## src/ssba_pkg.sv

```systemverilog
`default_nettype none

package ssba_pkg;

  localparam int unsigned NUM_FILES_DEF = 4;
  localparam int unsigned MAX_PAGES_DEF = 4096;

  localparam int unsigned CFG_FILES  = 4;
  localparam int unsigned FSEL_W     = $clog2(CFG_FILES);
  localparam int unsigned FILE_W     = 4;
  localparam int unsigned OFF_W      = 12;
  localparam int unsigned OFF_SPAN   = 1 << OFF_W;
  localparam int unsigned ENTRY_W    = 23;
  localparam int unsigned OFF_LSB    = 11;
  localparam int unsigned PAGES_W    = 13;
  localparam int unsigned TOTAL_W    = 15;
  localparam int unsigned STATUS_W   = 2;
  localparam int unsigned CFG_IDX_W  = 8;
  localparam int unsigned WORD_W     = 32;
  localparam int unsigned BIT_W      = $clog2(WORD_W);
  localparam int unsigned IN_DATA_W  = 24;
  localparam int unsigned OUT_DATA_W = 40;

  localparam logic CMD_ALLOC = 1'b0;
  localparam logic CMD_FREE  = 1'b1;

  typedef enum logic [STATUS_W-1:0] {
    STAT_OK       = 2'd0,
    STAT_NOSPACE  = 2'd1,
    STAT_BADARG   = 2'd2,
    STAT_NOTALLOC = 2'd3
  } status_e;

  typedef struct packed {
    logic              found;
    logic [BIT_W-1:0]  idx;
    logic [WORD_W-1:0] onehot;
  } ffz_t;

endpackage

`default_nettype wire

```

## src/ssba_ffz.sv

```systemverilog
`default_nettype none

module ssba_ffz (
  input  wire logic [ssba_pkg::WORD_W-1:0] word_i,
  input  wire logic [ssba_pkg::WORD_W-1:0] mask_i,
  output ssba_pkg::ffz_t                   res_o
);
  import ssba_pkg::*;

  logic [WORD_W-1:0] clear_bits;
  logic [WORD_W-1:0] lowest;
  logic [BIT_W-1:0]  idx;

  assign clear_bits = ~word_i & mask_i;
  assign lowest     = clear_bits & (~clear_bits + WORD_W'(1));

  always_comb begin
    idx = '0;
    for (int i = 0; i < WORD_W; i++) begin
      if (lowest[i]) begin
        idx = idx | BIT_W'(i);
      end
    end
  end

  assign res_o.found  = |clear_bits;
  assign res_o.idx    = idx;
  assign res_o.onehot = lowest;

endmodule

`default_nettype wire

```

## config.mk

```make
export PLATFORM = sky130hd
export DESIGN_NAME = ssba_ffz
export DESIGN_NICKNAME = d
export VERILOG_FILES = /design/src/ssba_pkg.sv /design/src/ssba_ffz.sv
export SDC_FILE = /design/constraint.sdc
export NUM_CORES = 1
export LEC_CHECK = 0
export BUFFER_PORTS_ARGS = -buffer_cell sky130_fd_sc_hd__buf_4
export CAP_MARGIN = 10
export CORE_ASPECT_RATIO = 1.75
export CORE_MARGIN = 3
export CORE_UTILIZATION = 38
export DETAILED_ROUTE_END_ITERATION = 7
export GPL_ROUTABILITY_DRIVEN = 0
export PLACE_DENSITY = 0.95
export REMOVE_ABC_BUFFERS = 1
export SYNTH_ARGS = -nofsm -noshare
export SYNTH_HDL_FRONTEND = slang
export SYNTH_SLANG_ARGS = --single-unit
export TNS_END_PERCENT = 30
```

## constraint.sdc

```tcl
create_clock -name vclk -period 5.27
set_input_delay 1.054 -clock vclk [all_inputs]
set_output_delay 1.054 -clock vclk [all_outputs]
set_load 0.005 [all_outputs]
```

# After elaboration in Yosys (flattened, before gate mapping)
# Cells that the tools add are included.
# word_totals
out_inout_bits	38
in_bits	64
register_bits	0
wordCells	37
# op_classes
addsub	1
reduce_logical	1
bitwise	4
muxes	31
# op_table
op	n
$mux W5	16
$and A32 B32 Y32	2
$not A32 Y32	2
$add A32 B1 Y32 const B	1
$mux W4	8
$reduce_or A32 Y1	1
$mux W3	4
$mux W2	2
$mux W1	1

# Logic depth before layout (Yosys ltp)
# logic_depth
ltp_word	36
mapped_depth	8
mapped_depth_nobuf	7

# Least setup slack after synthesis
# No wires, ideal clock.
# synth_timing
path_type	input-to-output
from	in word_i[10] (netlist name)
to	out res_o[36] (netlist name)
arrival_ns	2.424
required_ns	4.216
path_slack_ns	1.792
stages	7
path_cell_list	nand2b_1 o21ai_1 nor4_4 nand3_2 nor4_4 a31oi_1 nand4_1
# synth_lines
element	line_no	text
start, declared	ssba_ffz.sv:4	input wire logic [ssba_pkg::WORD_W-1:0] word_i,
end, declared	ssba_ffz.sv:6	output ssba_pkg::ffz_t res_o

==> results.rst <==
.. list-table::
   :header-rows: 1

   * - Metric
     - Value
   * - Result of the run
     - completed
   * - CP max stage delay
     - 0.56 ns
   * - Placed cells
     - 276
   * - Sw frac
     - 0.449
   * - Post-CTS Hold Fix Bufs
     - 0
   * - Sequential fraction of design power
     - 0
   * - Combinational group share of total power
     - 1.000
   * - Cell depth of the worst hold path
     - 4
   * - Hold wc startpoint
     - mask_i[0]
   * - Number of sequential cells
     - 0
   * - Critical path type
     - input pin to output pin
   * - Slew @ Worst Pin
     - 0.519 ns
   * - I/O pin total
     - 102
   * - Number of antenna violations at the first check in global routing
     - 0
   * - Critical path cell sequence
     - buf_4, nand2b_1, nand4_1, or3_1, o21a_1, o32ai_1, nor4_1, nand3_1, buf_4
   * - Port bufs
     - 102
   * - Cell internal power dissipation
     - 0.0569 mW
   * - Final wirelength
     - 3540 um
   * - Setup TNS Final
     - 0 ns
   * - Hold/Removal Path Class
     - input pin to output pin
   * - Share of final-layout standard cells stronger than drive strength 1
     - 0.440
   * - Starting density of the core
     - 0.404
   * - Die outline area
     - 0.00291 mm^2
   * - Number of filler cells placed in the layout
     - 172
   * - Seq/Total Area, Yosys
     - 0
   * - Final cell count without fillers
     - 276
   * - Maximum resistive drop on vdd
     - 0.0444 mV
   * - DRC errors left
     - 0
   * - Library cells used by synthesis
     - 35
   * - Total vias in the final route
     - 1,496
   * - Portion of synthesized cell area occupied by the leading cell type
     - 0.188
   * - Leading post-synthesis cells by cell area
     - sky130_fd_sc_hd__nand2b_1, sky130_fd_sc_hd__nor2_1, sky130_fd_sc_hd__nor2b_1
   * - Layout-stage area growth over the synthesis result
     - 91.2%
   * - Sequential cell area
     - 0 um^2
   * - Number of global-route vias before repair
     - 1,545
   * - Initial DRT Pass Iterations
     - 4
   * - Number of inserted diodes
     - 0
   * - Count of endpoints failing setup in the final report
     - 0
   * - Count of max-cap constraint violations
     - 0
   * - Relative slew slack
     - 0.645
   * - Leak
     - 0.819 nW
   * - Number of instances in the synthesized netlist
     - 151
   * - Endpoint class of the critical path
     - output pin
   * - Synth area leader
     - sky130_fd_sc_hd__nand2b_1
   * - Worst Hold End
     - res_o[0]
   * - Final HPWL from detailed placement
     - 3180 um
   * - Area inside the core boundary
     - 0.00215 mm^2
   * - Yosys warning total
     - 0
   * - ANT nets after route
     - 0
   * - Die span in y
     - 69.2 um
   * - Horizontal die dimension
     - 42.1 um
   * - Via density per instance
     - 5.42
   * - Clock buffer instance count of the final layout
     - 0
   * - Violation count after the first detailed-route iteration
     - 33
   * - Unrepaired setup endpoints after global routing
     - false
   * - Std-Cell Rows
     - 22
   * - Power per unit of standard cell area
     - 62.3 mW/mm^2
   * - Mapped Area
     - 867 um^2
   * - Number of setup buffers added after CTS
     - 0
   * - Most frequent cell on the critical path
     - sky130_fd_sc_hd__buf_4
   * - Critical-path cell with the highest stage delay
     - sky130_fd_sc_hd__or3_1
   * - DR WL/cell
     - 12.8 um
   * - Global-route total usage across every layer
     - 0.232
   * - Worst endpoint data arrival time
     - 2.90 ns
   * - Power spent charging and discharging nets
     - 0.0464 mW
   * - Max-slew violation count
     - 0
   * - Nets
     - 318
   * - Period utilization
     - 0.750
   * - Maximum fanout encountered on the critical timing path
     - 7
   * - Critical path required time
     - 4.22 ns
   * - Type of origin of the critical path
     - input pin
   * - Highest Clock Rate
     - 0.253 GHz
   * - Leftover overflow at the end of global routing
     - 0
   * - Maximum number of pins on one net before global-route repair
     - 11
   * - Hold Fails Final Rpt
     - 0
   * - Clk pwr share
     - 0
   * - Global-route wire length before repair
     - 5820 um
   * - Average cell area after synthesis
     - 5.74 um^2
   * - Total of cells resized after clock tree synthesis
     - 0
   * - Fin crit period
     - 3.95 ns
[worst max path at each step]
stage	from	depth (start not counted)	endpoint
after CTS	word_i[20]	9	res_o[33]
final	word_i[20]	9	res_o[33]
after global routing	word_i[20]	8	res_o[37]
after global placement	word_i[20]	9	res_o[33]
after floorplan	word_i[10]	7	res_o[36]
after detailed placement	word_i[20]	9	res_o[33]
[worst max-delay path: cells and delay by family]
family | cells | cell delay [ns]
and+or+nand+nor | 5 | 1.18
buffers and inverters | 2 | 0.19
AOI/OAI and AO/OA | 2 | 0.47
[power by group through the flow]
| stage | clock (mW) | sequential [mW] | combinational [mW] |
|---|---|---|---|
| 2_1_floorplan | 0 | 0 | 0.0474 |
| 3_3_place_gp | 0 | 0 | 0.101 |
| 3_5_place_dp | 0 | 0 | 0.103 |
| 4_1_cts | 0 | 0 | 0.104 |
| 5_1_grt | 0 | 0 | 0.113 |
| 6_report | 0 | 0 | 0.103 |
[metal layers]
| layer | track usage | vias to the layer above | part of all wire |
|---|---|---|---|
| met3 | 0.0545 | 10 | 0.087 |
| met1 | 0.194 | 658 | 0.31 |
| met5 | 0 | - | 0 |
| met2 | 0.502 | 73 | 0.59 |
| met4 | 0.0519 | 0 | 0.018 |
| li1 | - | 755 | - |
[cell families (layout without fill, tap and decap cells)]
family	Yosys count	after routing	synth area share
AO/OA/AOI/OAI	20	20	0.149
AND/OR/NAND/NOR	125	125	0.824
buffers and inverters	6	107	0.0274
[through the flow]
step	total power [mW]	utilization	hold WS [ns]	instance area [um^2]	setup WS, ns
detailed placement	0.103	0.772	2.45	1660	1.34
finish	0.103	0.772	2.45	1660	1.32
floorplan	0.0474	-	2.23	862	1.79
global route	0.113	0.772	2.49	1660	1.20
CTS	0.104	0.772	2.45	1660	1.33
global placement	0.101	0.772	2.44	1660	1.33
[cell usage in the layout (no fill, tap or decap), drive strengths merged, types with 2 or more instances in the layout]
| cell | netlist | layout |
|---|---|---|
| buf | 1 | 102 |
| nand2b | 28 | 28 |
| nor2 | 22 | 22 |
| nand2 | 19 | 19 |
| nor3 | 13 | 13 |
| nor2b | 11 | 11 |
| nand3 | 10 | 10 |
| nand4 | 6 | 6 |
| inv | 5 | 5 |
| a21oi | 5 | 5 |
| nor4 | 5 | 5 |
| nor3b | 3 | 3 |
| a31oi | 3 | 3 |
| o21ai | 3 | 3 |
| or3 | 2 | 2 |
| and3 | 2 | 2 |
| a211oi | 2 | 2 |
[Yosys cell counts (2+ instances only)]
cell type and number:
sky130_fd_sc_hd__nand2b_1 26, sky130_fd_sc_hd__nor3_1 13, sky130_fd_sc_hd__nand2b_2 2, sky130_fd_sc_hd__nand2_1 18, sky130_fd_sc_hd__nor2b_1 11, sky130_fd_sc_hd__nand4_1 6
sky130_fd_sc_hd__or3_1 2, sky130_fd_sc_hd__and3_1 2, sky130_fd_sc_hd__nor3b_1 3, sky130_fd_sc_hd__a31oi_1 3, sky130_fd_sc_hd__o21ai_0 2, sky130_fd_sc_hd__inv_1 5
sky130_fd_sc_hd__a21oi_1 5, sky130_fd_sc_hd__nor4_4 2, sky130_fd_sc_hd__nand3_2 2, sky130_fd_sc_hd__nand3_1 8, sky130_fd_sc_hd__nor4_1 2, sky130_fd_sc_hd__a211oi_1 2
sky130_fd_sc_hd__nor2_1 21
[cell type report]
class	count	area, um^2	share of cell area
multi-input combinational	145	843	0.509
timing repair buffer	102	766	0.462
tap	24	30.0	0.0181
inverter	5	18.8	0.0113
Power figures use the tool's default switching activity.
